===== src/design/udpd_pkg.sv =====
// udpd_pkg: shared types and constants for the UDP port demultiplexer.
// Used by udpd_front, udpd_queue, udpd_back and udp_port_demux.
`default_nettype none

package udpd_pkg;

    // Input command codes
    typedef enum logic [1:0] {
        CMD_LISTEN = 2'd0,
        CMD_CLOSE  = 2'd1,
        CMD_DATA   = 2'd2
    } cmd_t;

    // Final datagram status codes
    typedef enum logic [1:0] {
        ST_DELIVERED = 2'd0,
        ST_SHORT     = 2'd1,
        ST_TRUNC     = 2'd2,
        ST_NOLISTEN  = 2'd3
    } status_t;

    // UDP header byte positions
    localparam logic [15:0] IDX_SRC_HI = 16'd0;
    localparam logic [15:0] IDX_SRC_LO = 16'd1;
    localparam logic [15:0] IDX_DST_HI = 16'd2;
    localparam logic [15:0] IDX_DST_LO = 16'd3;
    localparam logic [15:0] IDX_LEN_HI = 16'd4;
    localparam logic [15:0] IDX_LEN_LO = 16'd5;
    localparam logic [15:0] IDX_HDR_END = 16'd7;
    localparam logic [15:0] HDR_BYTES = 16'd8;
    localparam logic [15:0] COUNT_MAX = 16'hFFFF;

    // Result queue geometry
    localparam int Q_DEPTH = 2;
    localparam int Q_AW = 1;

    // One result word
    typedef struct packed {
        logic [1:0]  slot;
        logic [31:0] sender_ip;
        logic [15:0] sender_port;
        logic [7:0]  payload_byte;
        logic        byte_valid;
        logic        done_res;
        status_t     status;
        logic [15:0] payload_length;
    } res_t;

    // Queue status seen by the front and back
    typedef struct packed {
        logic full;
        logic empty;
    } q_stat_t;

endpackage

`default_nettype wire


===== src/design/udpd_front.sv =====
// udpd_front: listener table, header parser and result builder.
// Depends on udpd_pkg; pushes result words into udpd_queue.
`default_nettype none

module udpd_front #(
    parameter int SLOTS = 4
) (
    input  wire logic            aclk,
    input  wire logic            aresetn,
    input  wire logic            in_valid,
    input  wire logic [1:0]      in_command,
    input  wire logic [15:0]     in_port,
    input  wire logic [7:0]      in_data_byte,
    input  wire logic            in_last,
    input  wire logic [31:0]     in_source_ip,
    input  udpd_pkg::q_stat_t    q_stat,
    output logic                 push,
    output udpd_pkg::res_t       push_data
);
    import udpd_pkg::*;

    localparam int SW = (SLOTS > 1) ? $clog2(SLOTS) : 1;

    logic             accept;
    logic [SLOTS-1:0] used_reg, used_next;
    logic [15:0]      sport_reg [SLOTS];
    logic             tbl_wr;
    logic [SW-1:0]    tbl_wr_idx;
    logic [15:0]      count_reg, count_next;
    logic [15:0]      src_reg, src_next;
    logic [15:0]      dst_reg, dst_next;
    logic [15:0]      len_reg, len_next;
    logic [31:0]      ip_reg, ip_next;
    logic             mf_reg, mf_next, mf_cur;
    logic [SW-1:0]    ms_reg, ms_next, ms_cur;
    logic             hit, free_found, dm_found;
    logic [SW-1:0]    free_idx, dm_idx;
    logic             is_data, fwd;
    logic [16:0]      received;
    logic [SW+1:0]    slot_ext;
    status_t          st;

    assign accept  = in_valid && !q_stat.full;
    assign is_data = accept && (in_command == CMD_DATA);

    // Table search: existing port, first free slot, header destination match
    always_comb begin
        hit = 1'b0;
        free_found = 1'b0;
        free_idx = '0;
        dm_found = 1'b0;
        dm_idx = '0;
        for (int i = 0; i < SLOTS; i++) begin
            if (used_reg[i] && sport_reg[i] == in_port) begin
                hit = 1'b1;
            end
            if (!used_reg[i] && !free_found) begin
                free_found = 1'b1;
                free_idx = SW'(i);
            end
            if (used_reg[i] && sport_reg[i] == dst_reg && !dm_found) begin
                dm_found = 1'b1;
                dm_idx = SW'(i);
            end
        end
    end

    // Listen / close table update
    always_comb begin
        used_next = used_reg;
        tbl_wr = 1'b0;
        tbl_wr_idx = free_idx;
        if (accept) begin
            unique case (in_command)
                CMD_LISTEN: begin
                    if (!hit && free_found) begin
                        used_next[free_idx] = 1'b1;
                        tbl_wr = 1'b1;
                    end
                end
                CMD_CLOSE: begin
                    for (int i = 0; i < SLOTS; i++) begin
                        if (used_reg[i] && sport_reg[i] == in_port) begin
                            used_next[i] = 1'b0;
                        end
                    end
                end
                default: ;
            endcase
        end
    end

    // Header parse for the current byte
    always_comb begin
        ip_next  = ip_reg;
        src_next = src_reg;
        dst_next = dst_reg;
        len_next = len_reg;
        mf_cur   = mf_reg;
        ms_cur   = ms_reg;
        if (count_reg == IDX_SRC_HI) begin
            ip_next  = in_source_ip;
            src_next = {in_data_byte, 8'h00};
            dst_next = '0;
            len_next = '0;
            mf_cur   = 1'b0;
            ms_cur   = '0;
        end
        if (count_reg == IDX_SRC_LO) src_next = {src_reg[15:8], in_data_byte};
        if (count_reg == IDX_DST_HI) dst_next = {in_data_byte, 8'h00};
        if (count_reg == IDX_DST_LO) dst_next = {dst_reg[15:8], in_data_byte};
        if (count_reg == IDX_LEN_HI) len_next = {in_data_byte, 8'h00};
        if (count_reg == IDX_LEN_LO) len_next = {len_reg[15:8], in_data_byte};
        if (count_reg == IDX_HDR_END) begin
            mf_cur = dm_found;
            ms_cur = dm_idx;
        end
    end

    // Forward decision and final status
    assign fwd      = mf_cur && (count_reg >= HDR_BYTES) && (count_reg < len_next);
    assign received = {1'b0, count_reg} + 17'd1;

    always_comb begin
        priority if (received < {1'b0, HDR_BYTES}) begin
            st = ST_SHORT;
        end else if ({1'b0, len_next} > received) begin
            st = ST_TRUNC;
        end else if (len_next < HDR_BYTES) begin
            st = ST_SHORT;
        end else if (!mf_cur) begin
            st = ST_NOLISTEN;
        end else begin
            st = ST_DELIVERED;
        end
    end

    // Build the result word
    assign slot_ext = {2'b00, ms_cur};

    always_comb begin
        push_data.slot         = mf_cur ? slot_ext[1:0] : 2'b00;
        push_data.sender_ip    = ip_next;
        push_data.sender_port  = src_next;
        push_data.payload_byte = fwd ? in_data_byte : 8'h00;
        push_data.byte_valid   = fwd;
        push_data.done_res     = in_last;
        push_data.status       = in_last ? st : ST_DELIVERED;
        push_data.payload_length =
            (count_reg >= IDX_HDR_END && len_next >= HDR_BYTES) ? (len_next - HDR_BYTES)
                                                                : 16'h0000;
    end

    assign push = is_data && (fwd || in_last);

    // Byte counter and match state
    always_comb begin
        count_next = count_reg;
        mf_next    = mf_reg;
        ms_next    = ms_reg;
        if (is_data) begin
            ms_next = ms_cur;
            if (in_last) begin
                count_next = '0;
                mf_next    = 1'b0;
            end else begin
                mf_next = mf_cur;
                if (count_reg != COUNT_MAX) count_next = count_reg + 16'd1;
            end
        end
    end

    // Control registers
    always_ff @(posedge aclk) begin
        if (!aresetn) begin
            used_reg  <= '0;
            count_reg <= '0;
            mf_reg    <= 1'b0;
            ms_reg    <= '0;
        end else begin
            used_reg  <= used_next;
            count_reg <= count_next;
            mf_reg    <= mf_next;
            ms_reg    <= ms_next;
        end
    end

    // Header and table payload registers
    always_ff @(posedge aclk) begin
        if (is_data) begin
            ip_reg  <= ip_next;
            src_reg <= src_next;
            dst_reg <= dst_next;
            len_reg <= len_next;
        end
        if (tbl_wr) begin
            sport_reg[tbl_wr_idx] <= in_port;
        end
    end

endmodule

`default_nettype wire


===== src/design/udpd_queue.sv =====
// udpd_queue: two-word result queue between the front and back stages.
// Depends on udpd_pkg for the result word type.
`default_nettype none

module udpd_queue (
    input  wire logic          aclk,
    input  wire logic          aresetn,
    input  wire logic          push,
    input  udpd_pkg::res_t     push_data,
    input  wire logic          pop,
    output udpd_pkg::res_t     pop_data,
    output udpd_pkg::q_stat_t  q_stat
);
    import udpd_pkg::*;

    res_t                mem [Q_DEPTH];
    logic [Q_AW-1:0]     wr_ptr_reg, rd_ptr_reg;
    logic [Q_AW:0]       cnt_reg, cnt_next;

    assign q_stat.full  = (cnt_reg == (Q_AW+1)'(Q_DEPTH));
    assign q_stat.empty = (cnt_reg == '0);
    assign pop_data     = mem[rd_ptr_reg];

    // Occupancy
    always_comb begin
        cnt_next = cnt_reg;
        if (push && !pop) cnt_next = cnt_reg + 1'b1;
        if (pop && !push) cnt_next = cnt_reg - 1'b1;
    end

    // Pointers
    always_ff @(posedge aclk) begin
        if (!aresetn) begin
            wr_ptr_reg <= '0;
            rd_ptr_reg <= '0;
            cnt_reg    <= '0;
        end else begin
            if (push) wr_ptr_reg <= wr_ptr_reg + 1'b1;
            if (pop)  rd_ptr_reg <= rd_ptr_reg + 1'b1;
            cnt_reg <= cnt_next;
        end
    end

    // Storage
    always_ff @(posedge aclk) begin
        if (push) mem[wr_ptr_reg] <= push_data;
    end

endmodule

`default_nettype wire


===== src/design/udpd_back.sv =====
// udpd_back: output register that drains the result queue to the m_ channel.
// Depends on udpd_pkg for the result word type.
`default_nettype none

module udpd_back (
    input  wire logic          aclk,
    input  wire logic          aresetn,
    input  udpd_pkg::q_stat_t  q_stat,
    input  udpd_pkg::res_t     q_data,
    output logic               pop,
    output logic               out_valid,
    input  wire logic          out_ready,
    output udpd_pkg::res_t     out_data
);
    import udpd_pkg::*;

    logic valid_reg;
    res_t data_reg;

    // Load a new word when the register is empty or being taken
    assign pop       = !q_stat.empty && (!valid_reg || out_ready);
    assign out_valid = valid_reg;
    assign out_data  = data_reg;

    always_ff @(posedge aclk) begin
        if (!aresetn) begin
            valid_reg <= 1'b0;
        end else if (pop) begin
            valid_reg <= 1'b1;
        end else if (out_ready) begin
            valid_reg <= 1'b0;
        end
    end

    always_ff @(posedge aclk) begin
        if (pop) data_reg <= q_data;
    end

endmodule

`default_nettype wire


===== src/design/udp_port_demux.sv =====
// udp_port_demux: UDP listener table and streaming receive demultiplexer.
// A data word that forwards a byte or ends a datagram is written into the queue at its
// accepting edge and moves to the output register once that register is empty or taken.
// Throughput: one input word per cycle; the listener compare across all slots
// and the header parse finish in the accepting cycle, a two-word queue follows;
// s_ready drops only while the queue holds two words behind a stalled output.
// Reset (synchronous, aresetn low) empties the listener table, the byte counter
// and the queue; no clearing pass is needed.
`default_nettype none

module udp_port_demux #(
    parameter int LISTENER_SLOTS = 4
) (
    input  wire logic        aclk,
    input  wire logic        aresetn,
    input  wire logic        s_valid,
    output logic             s_ready,
    input  wire logic [1:0]  s_command,
    input  wire logic [15:0] s_port,
    input  wire logic [7:0]  s_data_byte,
    input  wire logic        s_last,
    input  wire logic [31:0] s_source_ip,
    output logic             m_valid,
    input  wire logic        m_ready,
    output logic [1:0]       m_slot,
    output logic [31:0]      m_sender_ip,
    output logic [15:0]      m_sender_port,
    output logic [7:0]       m_payload_byte,
    output logic             m_byte_valid,
    output logic             m_done_res,
    output logic [1:0]       m_status,
    output logic [15:0]      m_payload_length
);
    import udpd_pkg::*;

    q_stat_t q_stat;
    res_t    push_data, pop_data, out_data;
    logic    push, pop;

    assign s_ready = !q_stat.full;

    udpd_front #(
        .SLOTS(LISTENER_SLOTS)
    ) u_front (
        .aclk         (aclk),
        .aresetn      (aresetn),
        .in_valid     (s_valid),
        .in_command   (s_command),
        .in_port      (s_port),
        .in_data_byte (s_data_byte),
        .in_last      (s_last),
        .in_source_ip (s_source_ip),
        .q_stat       (q_stat),
        .push         (push),
        .push_data    (push_data)
    );

    udpd_queue u_queue (
        .aclk      (aclk),
        .aresetn   (aresetn),
        .push      (push),
        .push_data (push_data),
        .pop       (pop),
        .pop_data  (pop_data),
        .q_stat    (q_stat)
    );

    udpd_back u_back (
        .aclk      (aclk),
        .aresetn   (aresetn),
        .q_stat    (q_stat),
        .q_data    (pop_data),
        .pop       (pop),
        .out_valid (m_valid),
        .out_ready (m_ready),
        .out_data  (out_data)
    );

    // Unpack the result word onto the m_ ports
    assign m_slot           = out_data.slot;
    assign m_sender_ip      = out_data.sender_ip;
    assign m_sender_port    = out_data.sender_port;
    assign m_payload_byte   = out_data.payload_byte;
    assign m_byte_valid     = out_data.byte_valid;
    assign m_done_res       = out_data.done_res;
    assign m_status         = out_data.status;
    assign m_payload_length = out_data.payload_length;

`ifndef SYNTHESIS
    // A full queue always has a word parked in the output register
    a_full_has_out: assert property (@(posedge aclk) disable iff (!aresetn)
        !s_ready |-> m_valid)
        else $error("queue full while output register empty");

    // Non-forwarded words carry a zero byte
    a_zero_byte: assert property (@(posedge aclk) disable iff (!aresetn)
        (m_valid && !m_byte_valid) |-> (m_payload_byte == 8'h00))
        else $error("payload byte set without byte_valid");

    // Status only on the final word
    a_status_done: assert property (@(posedge aclk) disable iff (!aresetn)
        (m_valid && !m_done_res) |-> (m_status == ST_DELIVERED))
        else $error("status set on a non-final word");

    // A forwarded byte implies a nonempty payload
    a_fwd_len: assert property (@(posedge aclk) disable iff (!aresetn)
        (m_valid && m_byte_valid) |-> (m_payload_length != 16'h0000))
        else $error("forwarded byte with zero payload length");
`endif

endmodule

`default_nettype wire

===== config.mk =====
export PLATFORM = sky130hd
export DESIGN_NAME = udp_port_demux
export DESIGN_NICKNAME = d
export VERILOG_FILES = /design/src/design/udpd_pkg.sv /design/src/design/udpd_front.sv /design/src/design/udpd_queue.sv /design/src/design/udpd_back.sv /design/src/design/udp_port_demux.sv
export SDC_FILE = /design/constraint.sdc
export NUM_CORES = 1
export LEC_CHECK = 0
export BUFFER_PORTS_ARGS = -buffer_cell sky130_fd_sc_hd__buf_4
export CAP_MARGIN = 20
export CORE_MARGIN = 3
export CORE_UTILIZATION = 60
export CTS_CLUSTER_SIZE = 28
export DETAILED_ROUTE_END_ITERATION = 10
export GPL_ROUTABILITY_DRIVEN = 0
export HOLD_SLACK_MARGIN = 0.08
export PLACE_DENSITY = 0.8
export SETUP_SLACK_MARGIN = 0.15
export SYNTH_ARGS = -nofsm -noshare
export SYNTH_HDL_FRONTEND = slang
export SYNTH_SLANG_ARGS = --single-unit

===== constraint.sdc =====
create_clock -name aclk -period 8.8 [get_ports aclk]
set_input_delay 0.88 -clock aclk [delete_from_list [all_inputs] [get_ports aclk]]
set_output_delay 0.88 -clock aclk [all_outputs]
set_load 0.02 [all_outputs]

Word-level counts from Yosys, hierarchy flattened:

Memory sizes are Yosys's and may differ from the RTL's. A register that Yosys moved wholly into a read port is not among the register bits.
Index checks and enable logic that the tools add are counted.

* register bits: 108
* memory bits (writable): 220
* output and inout port bits: 80
* logic and storage cells: 177
* memories: 2

* add/subtract/negate cells: 7
* magnitude comparators: 9
* equal/unequal tests: 23
* muxes and demuxes: 61
* bitwise logic cells: 2
* reductions and logical operators: 57

Memory list
* u_queue.mem: words 2, width 78, read ports 1, clocked after Yosys merged registers in 1, write ports 1, line udpd_queue.sv:16 `res_t mem [Q_DEPTH];`
* u_front.sport_reg: words 4, width 16, read ports 4, clocked after Yosys merged registers in 0, write ports 1, line udpd_front.sv:26 `logic [15:0] sport_reg [SLOTS];`

Operators with widths (number)
* two-way mux 16 bit: 10
* == test 16 bit: 8
* == test 16 x 3 -> 1 bit, second input constant: 3
* == test 16 x 2 -> 1 bit, second input constant: 2
* greater-or-equal comparator 16 x 4 -> 1 bit, second input constant: 2
* two-way mux 32 bit: 1
* two-way mux 1 bit: 31
* two-way mux 2 bit: 14
* logical AND 1 bit: 25
* adder 16 x 1 -> 17 bit, second input constant: 1
* > comparator 16 x 17 -> 1 bit: 1
* less-than comparator 17 x 4 -> 1 bit, second input constant: 1
* adder 16 x 1 -> 16 bit, second input constant: 1
* == test 16 x 1 -> 1 bit, second input constant: 1
* greater-or-equal comparator 16 x 3 -> 1 bit, second input constant: 1
* zero test 16 bit: 1
* less-than comparator 16 bit: 1
* less-than comparator 16 x 4 -> 1 bit, second input constant: 1
* two-way mux 8 bit: 2
* inequality test 16 bit, second input constant: 1
* AND reduction 4 bit: 4
* subtractor 16 x 4 -> 16 bit, second input constant: 1
* zero test 1 bit: 14
* inequality test 2 x 1 -> 1 bit, second input constant: 5
* other kinds (18): 27

Depth between registers and ports, before layout:

Gate-level depths: netlist of the first run.
An unclocked memory read counts as a cell.

* depth after elaboration: 21
* gate-level depth with buffers: 20
* mapped depth without buffers: 17

Cells and area by module:

A second synthesis of the first run with hierarchy kept.

* cell total of the unflattened synthesis: 1256
* area, all modules: 17952.2 um^2

By module, submodules not included
* udpd_front: times used 1, cells an instance 908, area an instance 9719.3 um^2, seq. area each 4784.6 um^2
* udpd_queue: times used 1, cells an instance 265, area an instance 5843.1 um^2, seq. area each 4784.6 um^2
* udpd_back: times used 1, cells an instance 82, area an instance 2386.0 um^2, seq. area each 2362.3 um^2
* udp_port_demux: times used 1, cells an instance 1, area an instance 3.8 um^2, seq. area each 0.0 um^2

Worst setup path after synthesis of the first run:

No wires, ideal clock.

* path kind: register to register
* start: register u_front.count_reg[4]
* end: memory u_queue.mem[0][0] in the netlist's numbering, enable pin
* setup time: 0.514 ns
* data arrival time: 6.682 ns
* slack: 1.603 ns
* stages on the path, launching flop included: 16
* path buffers: 2
* clock period less this slack: 7.197 ns
* cell sequence: dfxtp_1 > clkbuf_1 > nor3_2 > nand4_1 > nor2_1 > a22o_1 > inv_1 > ha_1 > and4_1 > or4b_2 > nor2_1 > a2111oi_0 > and4_1 > clkbuf_1 > o21ai_1 > nor2_1

RTL lines
* from (decl): line udpd_front.sv:29 `logic [15:0] count_reg, count_next;`
* from (signal assigned): line udpd_front.sv:182 `count_reg <= count_next;`
* to (decl): line udpd_queue.sv:16

Final worst setup path of the first run:

* start: register u_front.count_reg[8]
* end: memory u_queue.mem[0][65] in the netlist's numbering, enable pin

* word-level cells in the longest chain between the ends: 10
* elaborated cells on any way between the ends: 17
* classes of those cells: 2 x order compare; 3 x eq/ne; 7 x mux; 5 x reduce/logical

RTL lines
* zero test 16 bit: line udpd_front.sv:101 `if (count_reg == IDX_SRC_HI) begin`
* two-way mux 16 bit: line udpd_front.sv:101
* two-way mux 16 bit: line udpd_front.sv:112 `if (count_reg == IDX_LEN_HI) len_next = {in_data_byte, 8'h00};`
* two-way mux 16 bit (*): line udpd_front.sv:113 `if (count_reg == IDX_LEN_LO) len_next = {len_reg[15:8], in_data_byte};`
* named net u_front.len_next[5]: line udpd_front.sv:32 `logic [15:0] len_reg, len_next;`
* less-than comparator 16 bit (*): line udpd_front.sv:121 `assign fwd = mf_cur && (count_reg >= HDR_BYTES) && (count_reg < len_next);`
* logical AND 1 bit (*): line udpd_front.sv:121
* logical OR 1 bit (*): line udpd_front.sv:154 `assign push = is_data && (fwd || in_last);`
* logical AND 1 bit (*): line udpd_front.sv:154
* two-way mux 1 bit (*): line udpd_queue.sv:46 `if (push) mem[wr_ptr_reg] <= push_data;`
* two-way mux 1 bit (implied by the code) (*): line udpd_queue.sv:46

The timed path passes the listed nets; every way through them passes the cells marked *.

==> results of run 1 <==
-- where the power goes --
part	switching [W]	internal [W]	total [W]
combinational	0.000585	0.000366	0.000951
sequential	0.0000969	0.00240	0.00250
clock	0.000703	0.00101	0.00172
total	0.00138	0.00378	0.00517
-- per-stage QoR --
step / cell area (sq um) / utilization [%] / cells
2_1_floorplan: 17560 / - / 1227
3_3_place_gp: 19070 / 66.25 / 1726
3_5_place_dp: 19070 / 66.25 / 1726
4_1_cts: 20390 / 70.86 / 1799
5_1_grt: 20420 / 70.96 / 1802
6_report: 20420 / 70.96 / 1802
-- critical path: cells and delay by family (launching register included) --
kind | cells | cell delay [ps]
compound gates | 3 | 1050
flops | 1 | 410
simple gates | 8 | 2490
buf+inv | 2 | 950
fa+ha+maj | 1 | 300
-- metal layers --
metal | track usage, % | vias to the layer above
met5 | 0 | -
met4 | 8.936 | 0
met3 | 3.882 | 103
met2 | 39.81 | 522
met1 | 34.22 | 5312
li1 | - | 4867
-- area by class of cell --
cell class	count	area [sq um]	share of cell area [%]
Sequential cell	406	11920	58.34
Multi-Input combinational cell	752	5409	26.48
Tap cell	384	480.5	2.353
Clock buffer	44	1016	4.975
Clock inverter	29	311.5	1.525
Timing Repair Buffer	155	1171	5.734
Inverter	32	120.1	0.5881
-- path summary, 6_finish.rpt --
check                                    start                               end  slack [ps]
max          u_front.count_reg[8]$_SDFFE_PN0P_      u_queue.mem[0][65]$_DFFE_PP_        3140
min           u_front.used_reg[0]$_SDFFE_PN0P_  u_front.used_reg[0]$_SDFFE_PN0P_         480
max reg2reg  u_front.count_reg[8]$_SDFFE_PN0P_      u_queue.mem[0][65]$_DFFE_PP_        3140
min reg2reg   u_front.used_reg[0]$_SDFFE_PN0P_  u_front.used_reg[0]$_SDFFE_PN0P_         480
-- cell families after synthesis --
| kind of cell | Yosys count |
|---|---|
| flip-flops | 406 |
| AND/OR/NAND/NOR | 354 |
| XOR/XNOR | 153 |
| AO/OA/AOI/OAI | 123 |
| multiplexers | 86 |
| buffers and inverters | 69 |
| adder cells (fa/ha/maj) | 36 |
-- placed cells by master (no fill, tap or decap), drive strengths merged, types with 3 or more instances in the layout --
master  Yosys  layout
o211a       5       5
clkbuf     31      45
and3       12      12
a211oi      4       4
and4        7       7
bufinv      0       6
o21bai      3       3
or3         7       7
nor3b       3       3
a22o       15      15
buf         6     154
and2       25      25
nor3       24      24
o22ai       3       3
nand2b      7       7
ha         36      36
clkinv      1      22
a221oi      3       3
xnor2      77      77
nand2     125     125
nor2b       5       5
o21ai      25      25
nor2       66      66
edfxtp    378     378
nor4       21      21
mux2       86      86
a21oi      37      37
inv        31      33
a22oi       9       9
nand3      19      19
nand4      26      26
a21o        5       5
dfxtp      28      28
xor2       76      76
==> flow_summary.toml, run 1 <==
[sta]
unrepaired_setup_endpoints_after_global_routing = "false"
final-setup-viol-count = 0
final-hold-violation-count = 0
worstMarginPinSlew_ps = 1061
worst_slack_ps = 3137
final.setup_skew_ps = 16.42
maxClockFrequency_mhz = 176.6
finalSetupTns_ps = 0
period_minus_slack_ps = 5663
final_max_slew_viol_count = 0
max_slew_margin_pct = 29.26
finalCritPeriodShare_pct = 64.36
final.hold.worst_slack_ps = 481.5

[clock_tree]
clkSinkCount = 406
ctsLongestPathBuffers = 3
worstSkewPairLatency_ps = 540
tritoncts = "built"
clkSlewWorstSetupHoldPaths_ps = 60
postCtsSetupRepairBufs = 0
clk_root_buffer_cell = "sky130_fd_sc_hd__clkbuf_16"
cts_buffers = 40
htreeDepth = 2
holdBufCountCts = 0
gates_resized_cts_repair = 0

[yosys]
synthSimpleGateAreaFrac_pct = 10.19
synth-async-reset-ratio_pct = 0
synth_compound_gate_area_share_pct = 4.716
synth.yosys.warnings = 0
adder_and_majority_cell_fraction_of_the_synthesized_area_pct = 2.565
syn-cell-area_sq_um = 17560
synth_area_leaders = "sky130_fd_sc_hd__edfxtp_1 65%, sky130_fd_sc_hd__mux2_2 5.5%, sky130_fd_sc_hd__xnor2_1 3.8%, sky130_fd_sc_hd__xor2_1 3.8%, sky130_fd_sc_hd__dfxtp_1 3.2%"
multiplexer_area_fraction_after_synthesis_pct = 5.514
postSynth.topFlopCell = "sky130_fd_sc_hd__edfxtp_1"
synth_top_family_by_area = "simple AND/OR/NAND/NOR gates"
ys_seq_elements = 406
xor_and_xnor_area_share_after_synthesis_pct = 7.630
post_synthesis_sequential_area_ratio_pct = 67.82
synth.distinct_cells = 63
netlist.top_cell.by_area = "sky130_fd_sc_hd__edfxtp_1"
yosys-top-cells-count = "378 x sky130_fd_sc_hd__edfxtp_1, 125 x sky130_fd_sc_hd__nand2_1, 86 x sky130_fd_sc_hd__mux2_2, 77 x sky130_fd_sc_hd__xnor2_1, 76 x sky130_fd_sc_hd__xor2_1"
synth_edf_count = 378
synth_largest_type_area_fraction_pct = 64.63
syn_avg_cell_area_sq_um = 14.31
yosysMostFrequentCell = "sky130_fd_sc_hd__edfxtp_1"
postSynthCellCount = 1227
synth_nets = 1326

[job]
drv.max_cap_violation_count = 0

[power]
report.power.total_w = 0.005168
peakVddDrop_mv = 0.2192
power_leakage_nw = 7.394
power.density_nw_per_um2 = 253.0

[detailed_routing]
routed_wl_microns = 39390
number_of_design_rule_violations_left_after_detail_routing = 0
first_iter_violations = 1144
detail_route.first_pass.iterations = 6
met1Wirelength_microns = 16350
met3RoutedLength_microns = 2926
routed_length_on_met2_microns = 18800
top_layer = "met4"
ant_nets = 0
vias_per_cell = 5.996
drt-wirelength-per-cell_microns = 21.86
vias = 10800

[hold_path]
whs_path_depth = 2
path_type_of_the_worst_min_delay_path = "reg2reg"

[critical_path]
cp.required_ps = 8950
critical_path_peak_fanout = 71
worstRegToRegCells = 14
worstSetupPathType = "reg2reg"
timing.critical_path.from_type = "flip-flop"
critical_path_arrival_ps = 5810
critical-path-max-stage-delay_ps = 810
setup.worst_path.end_class = "flip-flop"
crit_slowest_cell = "sky130_fd_sc_hd__buf_4"
path_cells = "nor4_4 > nand4_1 > nor2_1 > a22o_1 > inv_1 > ha_1 > and4_1 > or4b_2 > nor2_1 > a2111oi_0 > and4_1 > o21ai_1 > nor2_4 > buf_4"

[floorplanning]
initial_core_utilization_pct = 61.03
die_area_sq_um = 31360
die_y_microns = 177.1
die_w_microns = 177.1
core_area_sq_um = 28780
floorplan.io_pins = 143
placement_rows = 62

[global_route]
globalRouteOverflowTotal = 0
grt_antenna_before_repair = 0
grt_pass1_vias = 10610
gr_util_all_layers_pct = 24.61
grt_max_degree = 74
first_pass_grt_wire_length_microns = 59240

[final_layout]
largest_register_ffs = 156
nFillCells = 1830
final_layout_size_suffix_gt1_share_pct = 22.36
final_nets = 1486
antenna_cells_inserted = 0
syn2layout_area_growth_pct = 16.29

[outcome]
outcome = "complete, no violations"

[placed_design]
dp_hpwl_microns = 25600
preCtsSetupSlack_ps = 3172
buffer_ports.inserted = 142
(Power assumes the default switching activity.)
==> run 2, diff against run 1 <==
==> constraint.sdc (replaced) <==
create_clock -name aclk -period 5.46 [get_ports aclk]
set_input_delay 0.546 -clock aclk [delete_from_list [all_inputs] [get_ports aclk]]
set_output_delay 0.546 -clock aclk [all_outputs]
set_load 0.02 [all_outputs]
==> flow_summary.toml, run 2 (synthesis results as in run 1) <==
[detailed_routing]
vias = 10840
routed_wl_microns = 40450
drt-wirelength-per-cell_microns = 22.31
first_iter_violations = 1093
detail_route.first_pass.iterations = 6
ant_nets = 0
vias_per_cell = 5.980
number_of_design_rule_violations_left_after_detail_routing = 0

[global_route]
first_pass_grt_wire_length_microns = 60930
gr_util_all_layers_pct = 25.49
grt_pass1_vias = 10780
grt_max_degree = 69
grt_antenna_before_repair = 1
globalRouteOverflowTotal = 0

[final_layout]
layout.cells.most_common = "sky130_fd_sc_hd__edfxtp_1"
final_layout_size_suffix_gt1_share_pct = 23.53
fin_cells = 1813
syn2layout_area_growth_pct = 16.96
final_nets = 1495
most_used_cells_in_the_layout_excluding_fill_and_tap_cells = "378 x sky130_fd_sc_hd__edfxtp_1, 154 x sky130_fd_sc_hd__buf_4, 125 x sky130_fd_sc_hd__nand2_1, 86 x sky130_fd_sc_hd__mux2_2, 77 x sky130_fd_sc_hd__xnor2_1"
largest_register_ffs = 156

[placed_design]
buffer_ports.inserted = 142
preCtsSetupSlack_ps = 87.29
dp_hpwl_microns = 26060
place_inst = 1733

[outcome]
outcome = "complete, no violations"

[critical_path]
worst-r2r-setup-slack_ps = 510
timing.critical_path.from_type = "flip-flop"
critical_path_arrival_ps = 5200
worstSetupPathType = "reg2reg"
setup.worst_path.end_class = "flip-flop"
critical_path_peak_fanout = 12
cp.required_ps = 5710

[sta]
maxClockFrequency_mhz = 201.9
final.setup_skew_ps = 19.47
max_slew_margin_pct = 30.71
worstMarginPinSlew_ps = 1039
unrepaired_setup_endpoints_after_global_routing = "false"
period_minus_slack_ps = 4954
worst_slack_ps = 506.0
final_max_slew_viol_count = 0
final-hold-violation-count = 0
final-setup-viol-count = 0
finalCritPeriodShare_pct = 90.73

[clock_tree]
worstSkewPairLatency_ps = 550
tritoncts = "built"
clkSinkCount = 406
htreeDepth = 2
cts_buffers = 41
clkSlewWorstSetupHoldPaths_ps = 60
ctsLongestPathBuffers = 3
holdBufCountCts = 0
clk_root_buffer_cell = "sky130_fd_sc_hd__clkbuf_16"

[power]
internal_power_w = 0.005974
fraction_of_power_spent_switching_nets_pct = 27.47
part_of_the_total_power_dissipated_in_combinational_logic_pct = 18.6
p_clk_share_pct = 32.4
p_sw_w = 0.002263
seq_power_share_pct = 49.0
peakVddDrop_mv = 0.3055
power_leakage_nw = 7.429
power.density_nw_per_um2 = 401.0

[floorplanning]
core_area_sq_um = 28780
die_w_microns = 177.1
die_y_microns = 177.1
initial_core_utilization_pct = 61.03
placement_rows = 62
die_area_sq_um = 31360
floorplan.io_pins = 143

[hold_path]
path_type_of_the_worst_min_delay_path = "in2reg"

[job]
drv.max_cap_violation_count = 0
run 2: power groups by stage:
stage / combinational [W] / clock, W / sequential (W)
5_1_grt: 0.00163 / 0.00284 / 0.00407
4_1_cts: 0.00155 / 0.00271 / 0.00404
3_3_place_gp: 0.00150 / 0 / 0.00410
3_5_place_dp: 0.00153 / 0 / 0.00409
2_1_floorplan: 0.000508 / 0 / 0.00443
6_report: 0.00153 / 0.00267 / 0.00403
run 2: worst paths after layout:
kind | from | end | cells past startpoint
worst max-delay path | u_front.count_reg[0]$_SDFFE_PN0P_ | u_queue.mem[0][39]$_DFFE_PP_ | 15
worst min-delay path | s_port[4] | u_front.sport_reg[0][4]$_DFFE_PP_ | 1
worst max register to register | u_front.count_reg[0]$_SDFFE_PN0P_ | u_queue.mem[0][39]$_DFFE_PP_ | 15
worst min register to register | u_front.used_reg[0]$_SDFFE_PN0P_ | u_front.used_reg[0]$_SDFFE_PN0P_ | 2
run 2: metrics by stage:
| stage | util (%) | area, sq um | total power (W) | hold WS (ps) | setup TNS [ps] |
|---|---|---|---|---|---|
| final | 71.37 | 20540 | 0.008237 | 275.4 | 0 |
| after global routing | 71.36 | 20540 | 0.008534 | 264.0 | 0 |
| after CTS | 71.20 | 20490 | 0.008295 | 258.3 | 0 |
| after detailed placement | 66.69 | 19190 | 0.005620 | 486.8 | 0 |
| after global placement | 66.69 | 19190 | 0.005600 | 467.9 | 0 |
| after floorplan | - | 17570 | 0.004935 | 444.3 | -69590 |
run 2: area by class of cell:
class,instances,area (sq um)
clock buffer,46,1066
fill,1832,8239
inverter,32,120.1
tap,384,480.5
antenna,1,2.502
sequential,406,11920
timing repair buffer,161,1291
clock inverter,29,216.5
multi-input combinational,754,5449
run 2: per-layer routing:
metal	vias up	wire length [microns]	track usage, %
met1	5345	16520	34.56
met3	96	3358	6.049
li1	4903	-	-
met2	498	19230	40.75
met5	-	0	0
met4	0	1334	9.100
run 2: what timing repair did:
action / 4_1_cts / 5_1_grt
endpoints found under the setup margin: 116 / 158
buffers inserted: 0 / 0
gates cloned: 2 / 0
resized for setup: 1 / 7
pin swaps: 2 / 1
run 2: worst max-delay path, cell delays in order, from the launching register on:
cell	delay, ps
sky130_fd_sc_hd__dfxtp_1	400
sky130_fd_sc_hd__inv_1	140
sky130_fd_sc_hd__ha_1	330
sky130_fd_sc_hd__a21oi_1	230
sky130_fd_sc_hd__nand2b_2	300
sky130_fd_sc_hd__a22o_1	320
sky130_fd_sc_hd__inv_1	120
sky130_fd_sc_hd__ha_1	300
sky130_fd_sc_hd__and4_1	200
sky130_fd_sc_hd__or4b_2	210
sky130_fd_sc_hd__nor2_1	60
sky130_fd_sc_hd__a2111oi_0	490
sky130_fd_sc_hd__and4_2	510
sky130_fd_sc_hd__o21ai_4	180
sky130_fd_sc_hd__nor2_4	580
sky130_fd_sc_hd__buf_4	270
==> run 3, diff against run 2 <==
--- a/config.mk
+++ b/config.mk
@@ -5,9 +5,10 @@
 export SDC_FILE = /design/constraint.sdc
 export NUM_CORES = 1
 export LEC_CHECK = 0
+export ABC_CLOCK_PERIOD_IN_PS = 5460
 export BUFFER_PORTS_ARGS = -buffer_cell sky130_fd_sc_hd__buf_4
 export CAP_MARGIN = 20
-export CORE_MARGIN = 3
+export CORE_MARGIN = 1
 export CORE_UTILIZATION = 60
 export CTS_CLUSTER_SIZE = 28
 export DETAILED_ROUTE_END_ITERATION = 10
==> constraint.sdc (replaced) <==
create_clock -name aclk -period 5.46 [get_ports aclk]
set_input_delay 0.819 -clock aclk [delete_from_list [all_inputs] [get_ports aclk]]
set_output_delay 0.819 -clock aclk [all_outputs]
set_load 0.02 [all_outputs]
==> flow_summary.toml, run 3 (synthesis results as in run 1) <==
[final_layout]
final_layout_size_suffix_gt1_share_pct = 23.23
largest_register_ffs = 156
syn2layout_area_growth_pct = 16.88
layout.cells.most_common = "sky130_fd_sc_hd__edfxtp_1"
nFillCells = 1839
most_used_cells_in_the_layout_excluding_fill_and_tap_cells = "378 x sky130_fd_sc_hd__edfxtp_1, 154 x sky130_fd_sc_hd__buf_4, 125 x sky130_fd_sc_hd__nand2_1, 86 x sky130_fd_sc_hd__mux2_2, 77 x sky130_fd_sc_hd__xnor2_1"
design_area_sq_um = 20530
final_nets = 1494
area.sequential_sq_um = 11920
multi_input_area_sq_um = 5423
antenna_cells_inserted = 0

[critical_path]
timing.rr.start = "u_front.count_reg[8]$_SDFFE_PN0P_"
critical_path_arrival_ps = 5510
crit_start = "u_front.count_reg[8]$_SDFFE_PN0P_"
critical-path-max-stage-delay_ps = 700
crit_slowest_cell = "sky130_fd_sc_hd__or4b_2"
path_cells = "nor4_4 > and4_4 > and3_2 > a22o_1 > inv_1 > ha_1 > nand4_1 > or4b_2 > nor2_1 > o221ai_1 > and4_2 > o21ai_1 > buf_4 > ha_1 > or3_1 > a21oi_1"
critical_path_peak_fanout = 14
worstSetupPathType = "reg2reg"
timing.critical_path.from_type = "flip-flop"
worst-path-buf-inv = 2
setup.worst_path.end_class = "flip-flop"
path_delay_family = "simple AND/OR/NAND/NOR gates"
cp.required_ps = 5920
timing.critical_path.mode_cell = "sky130_fd_sc_hd__ha_1"

[sta]
period_minus_slack_ps = 5051
unrepaired_setup_endpoints_after_global_routing = "false"
finalSetupTns_ps = 0
worstMarginPinSlew_ps = 1054
finalCritPeriodShare_pct = 92.51
final-setup-viol-count = 0
final_max_slew_viol_count = 0
maxClockFrequency_mhz = 198.0
final-hold-violation-count = 0
final.setup_skew_ps = 25.80
max_slew_margin_pct = 29.76

[clock_tree]
ctsLongestPathBuffers = 3
tritoncts = "built"
worstSkewPairLatency_ps = 550
cts_buffers = 40
clkSlewWorstSetupHoldPaths_ps = 60
clk_root_buffer_cell = "sky130_fd_sc_hd__clkbuf_16"
htreeDepth = 2
holdBufCountCts = 0
clkSinkCount = 406

[floorplanning]
initial_core_utilization_pct = 61.03
die_area_sq_um = 29960
die_y_microns = 173.1
core_area_sq_um = 28780
die_w_microns = 173.1
placement_rows = 62
floorplan.io_pins = 143

[detailed_routing]
ant_nets = 0
first_iter_violations = 982
routed_wl_microns = 38880
detail_route.first_pass.iterations = 5
vias = 10590
drt-wirelength-per-cell_microns = 21.49
number_of_design_rule_violations_left_after_detail_routing = 0
vias_per_cell = 5.854

[placed_design]
buffer_ports.inserted = 142
dpl_cell_area_sq_um = 19170
dp_hpwl_microns = 25520

[hold_path]
worst_min_delay_path_startpoint = "u_front.used_reg[0]$_SDFFE_PN0P_"
path_type_of_the_worst_min_delay_path = "reg2reg"

[power]
report.power.total_w = 0.008234
peakVddDrop_mv = 0.3578
power_leakage_nw = 7.420
power.density_nw_per_um2 = 401.1

[global_route]
first_pass_grt_wire_length_microns = 60120
grt_max_degree = 76
grt_pass1_vias = 10820
gr_util_all_layers_pct = 26.27
grt_antenna_before_repair = 0
globalRouteOverflowTotal = 0

[outcome]
outcome = "complete, no violations"

[job]
drv.max_cap_violation_count = 0
[run 3: changes by cell type in the layout (fill, tap and decap cells not counted), sizes merged]
| cell | previous run | this run |
|---|---|---|
| clkinv | 26 | 21 |
| bufinv | 2 | 3 |
| inv | 32 | 31 |
| nor2 | 68 | 67 |
| clkbuf | 46 | 49 |
| diode | 1 | 0 |
[run 3: timing repair]
item / in CTS / in global routing
setup buffers: 0 / 2
endpoints found under the hold margin: 0 / 0
endpoints found under the setup margin: 24 / 111
pin swaps: 1 / 1
resized for setup: 0 / 4
cloned: 1 / 0
[run 3: final timing paths]
check                                      to  slack (ps)  cells after the start
max           u_queue.cnt_reg[1]$_SDFFE_PN0P_         410                     16
min          u_front.used_reg[0]$_SDFFE_PN0P_         480                      2
min reg2reg  u_front.used_reg[0]$_SDFFE_PN0P_         480                      2
max reg2reg   u_queue.cnt_reg[1]$_SDFFE_PN0P_         410                     16
[run 3: per-layer routing]
metal | wire length [microns] | global-route usage, % | vias to the layer above | share of wire [%]
li1 | - | - | 4876 | -
met3 | 2568 | 4.310 | 90 | 6.6
met2 | 18550 | 42.56 | 429 | 48
met5 | 0 | 0 | - | 0
met4 | 1395 | 10.44 | 0 | 3.6
met1 | 16370 | 35.83 | 5194 | 42
[run 3: area by class of cell]
class / instances / share of cell area [%]
Inverter: 32 / 0.5852
Clock inverter: 24 / 1.128
Tap cell: 384 / 2.341
Sequential cell: 406 / 58.05
Timing Repair Buffer: 162 / 6.309
Multi-Input combinational cell: 753 / 26.42
Clock buffer: 48 / 5.175
[run 3: power by group]
group	leakage (nW)	total, W	internal, W	switching (W)
sequential	3.68	0.00403	0.00388	0.000151
clock	0.632	0.00269	0.00154	0.00115
combinational	3.11	0.00151	0.000591	0.000923
total	7.42	0.00823	0.00601	0.00223
[run 3: metrics by stage]
stage                     hold WS [ps]  std cells  utilization, %  setup WS, ps
after CTS                        485.2       1805           71.14         275.7
after floorplan                  444.3       1227               -        -446.2
after detailed placement         477.0       1732           66.62         124.5
after global placement           469.9       1732           66.62         343.5
after global routing             498.2       1809           71.32         220.0
final                            484.0       1809           71.32         408.7
[run 3: worst min-delay path, delay by kind of cell, from the launching register on]
family	cells	cell delay, ps
and+or+nand+nor	1	60
DFF	1	330
AOI/OAI and AO/OA	1	50
